==> src/sps3d_pkg.sv <==
// Types and constants shared by the stencil core modules.
package sps3d_pkg;

    localparam int SAMPLE_W   = 32;
    localparam int WEIGHT_W   = 18;
    localparam int FRAC_BITS  = 18;
    localparam int CFG_IDX_W  = 3;
    localparam int CFG_DATA_W = 18;
    localparam int SIZE_X_W   = 11;
    localparam int SIZE_X_MAX = 1024;
    localparam int SIZE_RST   = 64;
    localparam int FIFO_DEPTH = 8;
    localparam int FIFO_CNT_W = $clog2(FIFO_DEPTH + 1);

    localparam logic [WEIGHT_W-1:0] CENTRE_W_RST = 18'd131072;
    localparam logic [WEIGHT_W-1:0] FACE_W_RST   = 18'd21845;

    typedef enum logic [CFG_IDX_W-1:0] {
        CFG_SIZE_X   = 3'd0,
        CFG_SIZE_Y   = 3'd1,
        CFG_SIZE_Z   = 3'd2,
        CFG_CENTRE_W = 3'd3,
        CFG_FACE_W   = 3'd4
    } t_cfg_reg;

    // Operands of one interior point, handed from the delay chain to the math
    typedef struct packed {
        logic                       valid;
        logic                       last;
        logic signed [SAMPLE_W-1:0] s;   // +x face (the sample itself)
        logic signed [SAMPLE_W-1:0] f;   // -x face
        logic signed [SAMPLE_W-1:0] e;   // -y face
        logic signed [SAMPLE_W-1:0] a;   // +y face
        logic signed [SAMPLE_W-1:0] b;   // +z face
        logic signed [SAMPLE_W-1:0] d;   // -z face
        logic signed [SAMPLE_W-1:0] c;   // centre
    } t_operands;

    typedef struct packed {
        logic signed [SAMPLE_W-1:0] value;
        logic                       last;
        logic                       clipped;
    } t_result;

endpackage

==> src/sps3d_out_fifo.sv <==
// Small result queue that decouples the stencil pipeline from the receiver.
module sps3d_out_fifo (
    input  logic                                i_clk,
    input  logic                                i_rst_n,
    input  logic                                i_push,
    input  sps3d_pkg::t_result                  i_data,
    output logic                                o_valid,
    input  logic                                i_ready,
    output sps3d_pkg::t_result                  o_data,
    output logic [sps3d_pkg::FIFO_CNT_W-1:0]    o_count
);
    import sps3d_pkg::*;

    localparam int PTR_W = $clog2(FIFO_DEPTH);

    t_result                r_mem [FIFO_DEPTH];
    logic [PTR_W-1:0]       r_wr, r_rd;
    logic [FIFO_CNT_W-1:0]  r_cnt;
    logic                   pop;

    assign pop     = o_valid && i_ready;
    assign o_valid = (r_cnt != '0);
    assign o_data  = r_mem[r_rd];
    assign o_count = r_cnt;

    always_ff @(posedge i_clk) begin
        if (i_push) begin
            r_mem[r_wr] <= i_data;
        end
    end

    always_ff @(posedge i_clk) begin
        if (!i_rst_n) begin
            r_wr  <= '0;
            r_rd  <= '0;
            r_cnt <= '0;
        end else begin
            if (i_push) begin
                r_wr <= r_wr + 1'b1;
            end
            if (pop) begin
                r_rd <= r_rd + 1'b1;
            end
            case ({i_push, pop})
                2'b10:   r_cnt <= r_cnt + 1'b1;
                2'b01:   r_cnt <= r_cnt - 1'b1;
                default: r_cnt <= r_cnt;
            endcase
        end
    end

endmodule

==> config.mk <==
export PLATFORM = sky130hd
export DESIGN_NAME = sps3d_out_fifo
export DESIGN_NICKNAME = d
export VERILOG_FILES = /design/src/sps3d_pkg.sv /design/src/sps3d_out_fifo.sv
export SDC_FILE = /design/constraint.sdc
export NUM_CORES = 1
export LEC_CHECK = 0
export ABC_AREA = 1
export BUFFER_PORTS_ARGS = -buffer_cell sky130_fd_sc_hd__buf_2
export CORE_ASPECT_RATIO = 1.2
export CORE_UTILIZATION = 35
export DETAILED_ROUTE_END_ITERATION = 7
export PLACE_DENSITY = 0.6
export SLEW_MARGIN = 20
export SYNTH_ARGS = -nofsm -noshare
export SYNTH_HDL_FRONTEND = slang
export SYNTH_SLANG_ARGS = --single-unit
==> constraint.sdc <==
create_clock -name i_clk -period 5 [get_ports i_clk]
set_input_delay 0.75 -clock i_clk [delete_from_list [all_inputs] [get_ports i_clk]]
set_output_delay 0.75 -clock i_clk [all_outputs]
set_load 0.05 [all_outputs]
==> parameters.txt <==
Parameter                              Value

Run status
  Run status    finished with violations
  Violations in the final reports    design-rule violations

Setup path
  Peak fanout along the critical path    49
  Number of buffer and inverter instances along the worst setup path    3
  CP max-delay cell    sky130_fd_sc_hd__dfxtp_4
  Highest cell delay on the worst timing path    0.70 ns
  Type of element launching the critical path    register
  Data arrival at the endpoint of the critical path    2.88 ns
  Ordered list of cells on the worst path    clkinv_2, buf_4, o21ai_0, o21ai_0, nand2_1, nand2_1, buf_2
  Family with the most delay on the worst path    buffers and inverters
  Type of the setup path with the least slack    reg2out
  Worst path required time    4.25 ns
  Total stage count of the critical path    7
  Nature of the critical path endpoint    primary output
  Worst reg2reg path depth    3

GRT
  Largest net degree at the start of global routing    114
  First-pass GRT wire length    36600 um
  Number of antenna violations at the first check in global routing    1
  Grt total ovfl    0
  Vias in the first global route    6421
  GR Util All Layers    14.5%

Die
  Initial standard-cell utilization of the core    35.8%
  Height of the chip    198 um
  Area of the core    0.0314 mm^2
  Die boundary width    166 um
  Placement Rows    71
  IO Count    77
  Overall die area    0.0329 mm^2

STA
  Period utilization    72.6%
  Clock period minus worst slack    3.63 ns
  Relative slew slack    33.2%
  Setup repair after global routing missed its margin    no
  Total negative setup slack    0 ns
  Number of pins with negative max-slew slack in the final report    0
  Maximum frequency from static timing analysis    275 MHz
  Slew @ Worst Pin    1.00 ns
  Post-Route Hold Slack    0.484 ns
  Layout Skew    0.00543 ns
  Number of failing hold endpoints at the final stage    0
  Final setup slack of the worst path    1.37 ns
  # setup viols final    0

Pwr
  Static leakage    4.52 nW
  Overall power after layout    6.85 mW
  Max IR drop VDD    0.352 mV
  Power Dens Cells    528 mW/mm^2

CTS
  Clock tree buffer depth    3
  Setup fix buffers added after clock tree synthesis    0
  Clock transition at path regs    0.06 ns
  Number of hold buffers added after CTS    0
  CTS buffer count    29
  Post-CTS Resized    0
  Number of levels the H-tree was split into    1
  CTS Root Cell    sky130_fd_sc_hd__clkbuf_16
  TritonCTS clock tree    yes
  Later-pin clock latency in the skew report    0.53 ns
  Clock sink count    285

Placed design
  Half-perimeter wire length after placement    13000 um
  Placement Cell Area    0.0120 mm^2
  Final estimated routing congestion in global placement    0.710
  Count of buffers from port buffering    76
  Worst-case setup slack after placement    1.89 ns
  Cells after DPL    1296

Route
  Via count    6606
  Remaining routing DRC violations    24
  Detailed-route wire length    23800 um
  Drt first-iter violations    519
  DRT Pass-1 Iters    6
  Mean routed wirelength per cell    17.6 um
  Remaining antenna violation count after routing    0
  Post-DR vias/cell    4.89

Cells and area
  Area occupied by registers    0.00844 mm^2
  Fraction of final layout cells sized beyond drive strength 1    15.4%
  Post-synthesis to final-layout area growth    15.4%
  Final design utilization    41.3%
  Final non-filler cell total    1351
  Filler instances    2951
  Final-stage net count    970
  Multi-input gate area    0.00251 mm^2
  Final design instance area without fill    0.0130 mm^2

Synthesis
  Post-synthesis cell type count    24
  Total standard cell area after synthesis    0.0112 mm^2
  Post-synthesis net count    896
  Post-synthesis cell count    853
  Sequential element share of the synthesized area    74.9%
  Yosys top cell by area    sky130_fd_sc_hd__edfxtp_1
  Average size of a mapped cell    13.2 um^2
  Fraction of post-synthesis cell area in the top cell type by area    72.6%
  Yosys warning count    0
  Register bit count reported by yosys    285
  Top cells by area in the synthesized netlist    sky130_fd_sc_hd__edfxtp_1, sky130_fd_sc_hd__o21ai_0, sky130_fd_sc_hd__nor2_1, sky130_fd_sc_hd__nand2_1, sky130_fd_sc_hd__mux2i_1

Hold path
  Hold Path Cell Cnt    1
  Class of the most critical hold timing path    reg2reg

Flow run
  Maxcap violations    0
## routing by layer
metal	vias to the layer above	track usage [%]	share of wire (%)
met5	-	0	0.055
met1	3229	18.9	44
li1	3225	-	-
met3	26	2.39	4.8
met4	2	3.74	1.5
met2	124	25.0	49
## worst paths after layout
kind / slack (ns) / from / endpoint
setup / recovery: 1.37 / register / o_data[21]
hold / removal: 0.48 / r_rd[0] / r_rd[0]
setup reg to reg: 2.78 / r_wr[0] / r_mem[6][33]
hold reg to reg: 0.48 / r_rd[0] / r_rd[0]
## cells in the final DEF (no fill, tap or decap), drive strengths merged, types with 13 or more instances in the layout
cell type    n
dfxtp       13
nor2       148
inv         15
buf         91
edfxtp     272
nand2      119
mux2i       34
o22ai       34
o21ai      144
clkbuf      39
## cell families (layout without fill, tap and decap cells)
kind of cell | Yosys count | in the layout | share of synthesized area, %
flops | 285 | 285 | 74.9
buf+inv | 65 | 160 | 3.33
fa+ha+maj | 5 | 5 | 0.556
simple gates | 272 | 272 | 9.15
xor+xnor | 3 | 3 | 0.234
compound gates | 189 | 189 | 8.79
mux | 34 | 34 | 3.03
other cells | 0 | 2 | 0
## power by group
group          leakage, nW  switching, mW  total (mW)  internal, mW
clock network        0.472          0.835        2.14          1.31
logic                 1.47           1.40        1.90         0.500
registers             2.58          0.111        2.81          2.70
total                 4.52           2.34        6.85          4.51
## flip-flops by register name, summed over array words and instances (netlist names), named ones only
register  count
r_rd          3
r_wr          3
o_count       4
r_mem       272
## layout make-up
class / instances / share of cell area [%]
diodes: 2 / 0.0385
clock buffers: 39 / 6.11
clock inverters: 13 / 1.24
inverters: 17 / 0.501
multi-input cells: 503 / 19.3
flip-flops and latches: 285 / 65.0
well taps: 401 / 3.86
repair buffers: 91 / 3.95
## Yosys cell counts (all sizes together)
cell and number:
edfxtp 272, nor2 148, o21ai 144, nand2 119, mux2i 34, o22ai 34, buf 28, clkbuf 20
inv 16, dfxtp 13, a21oi 11, ha 5, nand3 3, xnor2 2, clkinv 1, nand4 1
or2 1, xor2 1
Power figures use the tool's default switching activity.
