**config.mk**
```make
export PLATFORM = sky130hd
export DESIGN_NAME = sps3d_arith
export DESIGN_NICKNAME = d
export VERILOG_FILES = /design/src/sps3d_pkg.sv /design/src/sps3d_arith.sv
export SDC_FILE = /design/constraint.sdc
export NUM_CORES = 2
export LEC_CHECK = 0
export BUFFER_PORTS_ARGS = -buffer_cell sky130_fd_sc_hd__buf_4
export CORE_MARGIN = 3
export CORE_UTILIZATION = 50
export DETAILED_ROUTE_END_ITERATION = 6
export PLACE_DENSITY = 0.67
export RECOVER_POWER = 100
export SYNTH_ARGS = -nofsm -noshare
export SYNTH_HDL_FRONTEND = slang
export SYNTH_SLANG_ARGS = --single-unit
export TNS_END_PERCENT = 5
```
**constraint.sdc**
```tcl
create_clock -name i_clk -period 20.1 [get_ports i_clk]
set_clock_uncertainty 0.05 [all_clocks]
set_input_delay 2.01 -clock i_clk [delete_from_list [all_inputs] [get_ports i_clk]]
set_output_delay 2.01 -clock i_clk [all_outputs]
set_load 0.05 [all_outputs]
```
**src/sps3d_pkg.sv**
```systemverilog
// Types and constants shared by the stencil core modules.
package sps3d_pkg;

    localparam int SAMPLE_W   = 32;
    localparam int WEIGHT_W   = 18;
    localparam int FRAC_BITS  = 18;
    localparam int CFG_IDX_W  = 3;
    localparam int CFG_DATA_W = 18;
    localparam int SIZE_X_W   = 11;
    localparam int SIZE_X_MAX = 1024;
    localparam int SIZE_RST   = 64;
    localparam int FIFO_DEPTH = 8;
    localparam int FIFO_CNT_W = $clog2(FIFO_DEPTH + 1);

    localparam logic [WEIGHT_W-1:0] CENTRE_W_RST = 18'd131072;
    localparam logic [WEIGHT_W-1:0] FACE_W_RST   = 18'd21845;

    typedef enum logic [CFG_IDX_W-1:0] {
        CFG_SIZE_X   = 3'd0,
        CFG_SIZE_Y   = 3'd1,
        CFG_SIZE_Z   = 3'd2,
        CFG_CENTRE_W = 3'd3,
        CFG_FACE_W   = 3'd4
    } t_cfg_reg;

    // Operands of one interior point, handed from the delay chain to the math
    typedef struct packed {
        logic                       valid;
        logic                       last;
        logic signed [SAMPLE_W-1:0] s;   // +x face (the sample itself)
        logic signed [SAMPLE_W-1:0] f;   // -x face
        logic signed [SAMPLE_W-1:0] e;   // -y face
        logic signed [SAMPLE_W-1:0] a;   // +y face
        logic signed [SAMPLE_W-1:0] b;   // +z face
        logic signed [SAMPLE_W-1:0] d;   // -z face
        logic signed [SAMPLE_W-1:0] c;   // centre
    } t_operands;

    typedef struct packed {
        logic signed [SAMPLE_W-1:0] value;
        logic                       last;
        logic                       clipped;
    } t_result;

endpackage

```
**src/sps3d_arith.sv**
```systemverilog
// Weighted sum, rounding and saturation pipeline of the stencil core.
module sps3d_arith (
    input  logic                             i_clk,
    input  logic                             i_rst_n,
    input  sps3d_pkg::t_operands             i_op,
    input  logic [sps3d_pkg::WEIGHT_W-1:0]   i_centre_w,
    input  logic [sps3d_pkg::WEIGHT_W-1:0]   i_face_w,
    output logic                             o_push,
    output sps3d_pkg::t_result               o_res,
    output logic [1:0]                       o_pending
);
    import sps3d_pkg::*;

    localparam int P_W   = SAMPLE_W + 2;              // sum of three samples
    localparam int F_W   = SAMPLE_W + 3;              // sum of six samples
    localparam int PF_W  = F_W + WEIGHT_W + 1;
    localparam int PC_W  = SAMPLE_W + WEIGHT_W + 1;
    localparam int ACC_W = PF_W + 1;

    localparam logic signed [ACC_W-1:0] RND    = ACC_W'(1) <<< (FRAC_BITS - 1);
    localparam logic signed [ACC_W-1:0] SAT_HI = ACC_W'(2147483647);
    localparam logic signed [ACC_W-1:0] SAT_LO = -SAT_HI - ACC_W'(1);

    logic r_v1, r_v2, r_v3;
    logic r_l1, r_l2, r_l3;
    logic signed [P_W-1:0]      r_p0, r_p1;
    logic signed [SAMPLE_W-1:0] r_c1, r_c2;
    logic signed [F_W-1:0]      r_faces;
    logic signed [PF_W-1:0]     r_pf;
    logic signed [PC_W-1:0]     r_pc;

    logic signed [ACC_W-1:0]    acc;
    logic signed [ACC_W-1:0]    shifted;

    always_ff @(posedge i_clk) begin
        if (!i_rst_n) begin
            r_v1 <= 1'b0;
            r_v2 <= 1'b0;
            r_v3 <= 1'b0;
        end else begin
            r_v1 <= i_op.valid;
            r_v2 <= r_v1;
            r_v3 <= r_v2;
        end
    end

    always_ff @(posedge i_clk) begin
        // split the six-way face sum over two stages
        r_p0    <= P_W'(i_op.s) + P_W'(i_op.f) + P_W'(i_op.e);
        r_p1    <= P_W'(i_op.a) + P_W'(i_op.b) + P_W'(i_op.d);
        r_c1    <= i_op.c;
        r_l1    <= i_op.last;

        r_faces <= F_W'(r_p0) + F_W'(r_p1);
        r_c2    <= r_c1;
        r_l2    <= r_l1;

        r_pf    <= PF_W'(r_faces) * PF_W'($signed({1'b0, i_face_w}));
        r_pc    <= PC_W'(r_c2) * PC_W'($signed({1'b0, i_centre_w}));
        r_l3    <= r_l2;
    end

    always_comb begin
        acc     = ACC_W'(r_pf) + ACC_W'(r_pc) + RND;
        shifted = acc >>> FRAC_BITS;
        o_res.last = r_l3;
        if (shifted > SAT_HI) begin
            o_res.value   = SAT_HI[SAMPLE_W-1:0];
            o_res.clipped = 1'b1;
        end else if (shifted < SAT_LO) begin
            o_res.value   = SAT_LO[SAMPLE_W-1:0];
            o_res.clipped = 1'b1;
        end else begin
            o_res.value   = shifted[SAMPLE_W-1:0];
            o_res.clipped = 1'b0;
        end
    end

    assign o_push    = r_v3;
    assign o_pending = {1'b0, r_v1} + {1'b0, r_v2} + {1'b0, r_v3};

endmodule

```
==> metrics.log <==
[metrics] global placer's final weighted congestion: around 0.9
[metrics] CTS Root Cell: clkbuf_16
[metrics] Avg Inst Size Synth: approximately 9.1 um^2
[metrics] synth top area cells: fa_1 43%, ha_1 10%, inv_1 9.8%
[metrics] count of port buffers added during placement: 300
[metrics] fraction of synthesized cell area taken by the top area cell type: 42.8%
[metrics] total iterations of the first detailed-routing run: 7
[metrics] number of cells on the worst hold path: 0
[metrics] number of buffers inserted to repair setup after CTS: 0
[metrics] mean number of vias per cell: between 5 and 6
[metrics] number of max-cap violations: 3
[metrics] Detail Route Antenna Nets: 0
[metrics] clock tree sinks: 278
[metrics] Worst Hold Path EP: r_c2[6]
[metrics] Yosys warnings: 0
[metrics] source of the worst register-to-register timing path: r_c2[8]
[metrics] count of final setup violators: 0
[metrics] capturing point of the worst reg2reg path: r_pc[48]
[metrics] number of unique standard cell types used by synthesis: 76
[metrics] area occupied by multi-input gates: 0.0453 mm^2
[metrics] Register-to-Register Setup Slack: 11460 ps
[metrics] number of H-tree levels: 2
[metrics] total congestion overflow: 0
[metrics] slew at the pin closest to its max-slew limit: between 2000 and 2500 ps
[metrics] finished layout cell area: 0.0618 mm^2
[metrics] mapped cell area: about 0.057 mm^2
[metrics] later-pin clock latency in the skew report: 590 ps
[metrics] type of element capturing the critical path: flip-flop
[metrics] WP data arrival: 10720 ps
[metrics] width of the chip: 345 um
[metrics] quantity of hold-fixing buffers added after cts: 0
[metrics] area growth from synthesis to final layout: 7.49%
[metrics] Min-Delay Path Class: reg2reg
[metrics] post-synth net total: 8254
[metrics] CTS clock-pin slew for the worst setup and hold paths: about 60 ps
[metrics] violations in the final reports: capacitance limit, slew limit
[metrics] total negative slack for setup checks: 0 ps
[metrics] cell area reported after detailed placement: ~0.061 mm^2
[metrics] relative slew slack: -38.1%
[metrics] number of placement rows: around 120
[metrics] CP Data Required Time: just over 20000 ps
[metrics] post-detail-place hpwl: between 100 and 150 mm
[metrics] via count: around 42000
[metrics] overall track demand over capacity in global routing: 23.1%
[metrics] unrepaired setup endpoints after global routing: no
[metrics] chip height: 345 um
[metrics] f_max: about 98 MHz
[metrics] wire length of the first global-routing pass: 224 mm
[metrics] Diodes inserted: 0
[metrics] Wirelength per Cell: between 15 and 20 um
[metrics] Worst Path Class, Setup: in2reg
[metrics] Worst Setup Start Kind: primary input
[metrics] final-stage net count: between 8000 and 9000
[metrics] number of flops mapped to enable cells by yosys: 0
[metrics] final std cells w/o fill: slightly below 8000
[metrics] starting DRC count in detailed routing: ~1900
[metrics] starting density of the core: approximately half
[metrics] Inserted Clock Buffers: 36
[metrics] count of final hold-check violations: 0
[metrics] cts repair resizes: 0
[metrics] fill cell instance count of the final layout: 10560
[metrics] share of final-layout standard cells stronger than drive strength 1: under 10%
[metrics] area of the core: about 0.11 mm^2
[metrics] number of antenna violations at the first check in global routing: 1
[metrics] placed cells: roughly 7900
[metrics] total wirelength of the detailed-routed design: about 130 mm
[metrics] via count of the first global-routing pass: between 40000 and 50000
[metrics] Period minus WS final: ~10000 ps
[metrics] proportion of synthesized chip area in sequential cells: under 10%
[metrics] flip-flop and latch area: ~0.0056 mm^2
[metrics] die area: around 0.12 mm^2
[metrics] outcome: complete, but fails checks
[metrics] I/O pin count: 301
[metrics] pin count of the biggest net entering global routing: 36
[metrics] Clock Tree Buf Depth: 3
[metrics] final period utilization: between 50% and 60%
[metrics] predominant post-synthesis flop cell: dfxtp_1
[metrics] Worst Reg-to-Reg Cells: 23
[metrics] maximum fanout encountered on the critical timing path: 32
[metrics] largest area contributor in the netlist: fa_1
[metrics] final count of pins violating max slew: approximately 100
[metrics] async set-reset flop share out of synthesis: 0%
[metrics] clock tree from TritonCTS: done
[metrics] number of storage elements in the synthesis netlist: between 200 and 300
[metrics] number of design rule violations left after detail routing: 0
[metrics] start point of the worst min-delay path: r_c1[6]
[metrics] post-synthesis instance total: ~6300
synth_stat cells, types with 27 or more instances:
cell / number
dfxtp_1: 278
clkbuf_1: 208
inv_1: 1505
nand3_1: 41
fa_1: 1230
xor2_1: 69
xnor2_1: 150
nor3_1: 36
a21oi_1: 213
a21o_1: 159
o21bai_1: 36
nand4_1: 27
and2_1: 641
a31oi_1: 27
nand2_1: 700
ha_1: 463
o21a_1: 27
nor2_1: 116
o21ai_0: 110
cell type report:
type,count,area share (%)
flip-flops and latches,278,9.01
well taps,1500,3.04
clock buffers,51,1.68
clock inverters,15,0.332
inverters,1505,9.14
repair buffers,309,3.48
multi-input cells,4294,73.3
worst max-delay path by stage:
stage | startpoint | end | slack (ps) | cells after the start
2_1_floorplan | i_face_w[10] | r_pf[53] | 11770 | 26
3_3_place_gp | i_face_w[10] | r_pf[53] | 11110 | 25
3_5_place_dp | i_centre_w[10] | r_pc[47] | 10940 | 25
4_1_cts | i_centre_w[10] | r_pc[47] | 11600 | 25
5_1_grt | i_centre_w[10] | r_pc[48] | 9370 | 23
6_report | i_centre_w[10] | r_pc[48] | 9850 | 23
per-stage QoR:
step	utilization, %	setup slack [ps]	hold WS, ps
2_1_floorplan	-	11770	260
3_3_place_gp	53.7	11110	261
3_5_place_dp	53.7	10940	262
4_1_cts	54.8	11600	275
5_1_grt	54.6	9370	279
6_report	54.6	9850	274
sequential cells by signal, indices dropped and copies added (netlist names), 32 cells and up:
signal	flops
r_faces	35
r_p0	34
r_pf	54
r_c1	32
r_c2	32
r_pc	51
r_p1	34
cell usage in the layout, fill, tap and decap left out, drive strengths merged, types with 8 or more instances in the layout:
master  count
inv      1510
fa       1230
nand2     700
and2      641
ha        463
dfxtp     278
buf       228
a21oi     214
a21o      159
xnor2     150
clkbuf    132
nor2      116
o21ai     112
xor2       69
nand3      41
nor3       37
o21bai     36
nand4      27
a31oi      27
o21a       27
nor2b      26
nand2b     26
a211oi     22
and3       20
o211ai     12
a211o      10
o31ai      10
a31o        9
o41ai       8
logic make-up (layout without fill, tap and decap cells):
logic type	count (synthesis)	in the layout	share of synthesized area, %
AO/OA/AOI/OAI	710	710	8.23
AND/OR/NAND/NOR	1668	1668	14.5
multiplexers	4	4	0.0740
flip-flops	278	278	9.68
adder cells (fa/ha/maj)	1693	1693	52.9
XOR/XNOR	219	219	3.34
buffers and inverters	1725	1880	11.3
critical path, stage by stage:
cell and delay, ps:
clkbuf_1 1220, nand2_1 210, fa_1 620, inv_1 50, fa_1 490, inv_1 50
fa_1 530, inv_1 50, fa_1 490, fa_1 500, inv_1 50, fa_1 470
inv_1 40, ha_1 320, nor2b_1 170, a2111oi_0 460, a211oi_1 210, o41ai_1 920
o221ai_1 510, o41ai_1 620, nor3_1 160, a221oi_1 380, xnor2_1 170
metal layers:
metal,up-vias,wire [um],track usage [%]
li1,19139,-,-
met1,21342,53300,28.9
met2,906,67300,40.8
met3,261,6090,2.99
met4,2,5720,8.91
met5,-,13,0
Power is not shown: default switching activity piles up to over one toggle a cycle in this logic, so the estimate is an artifact.
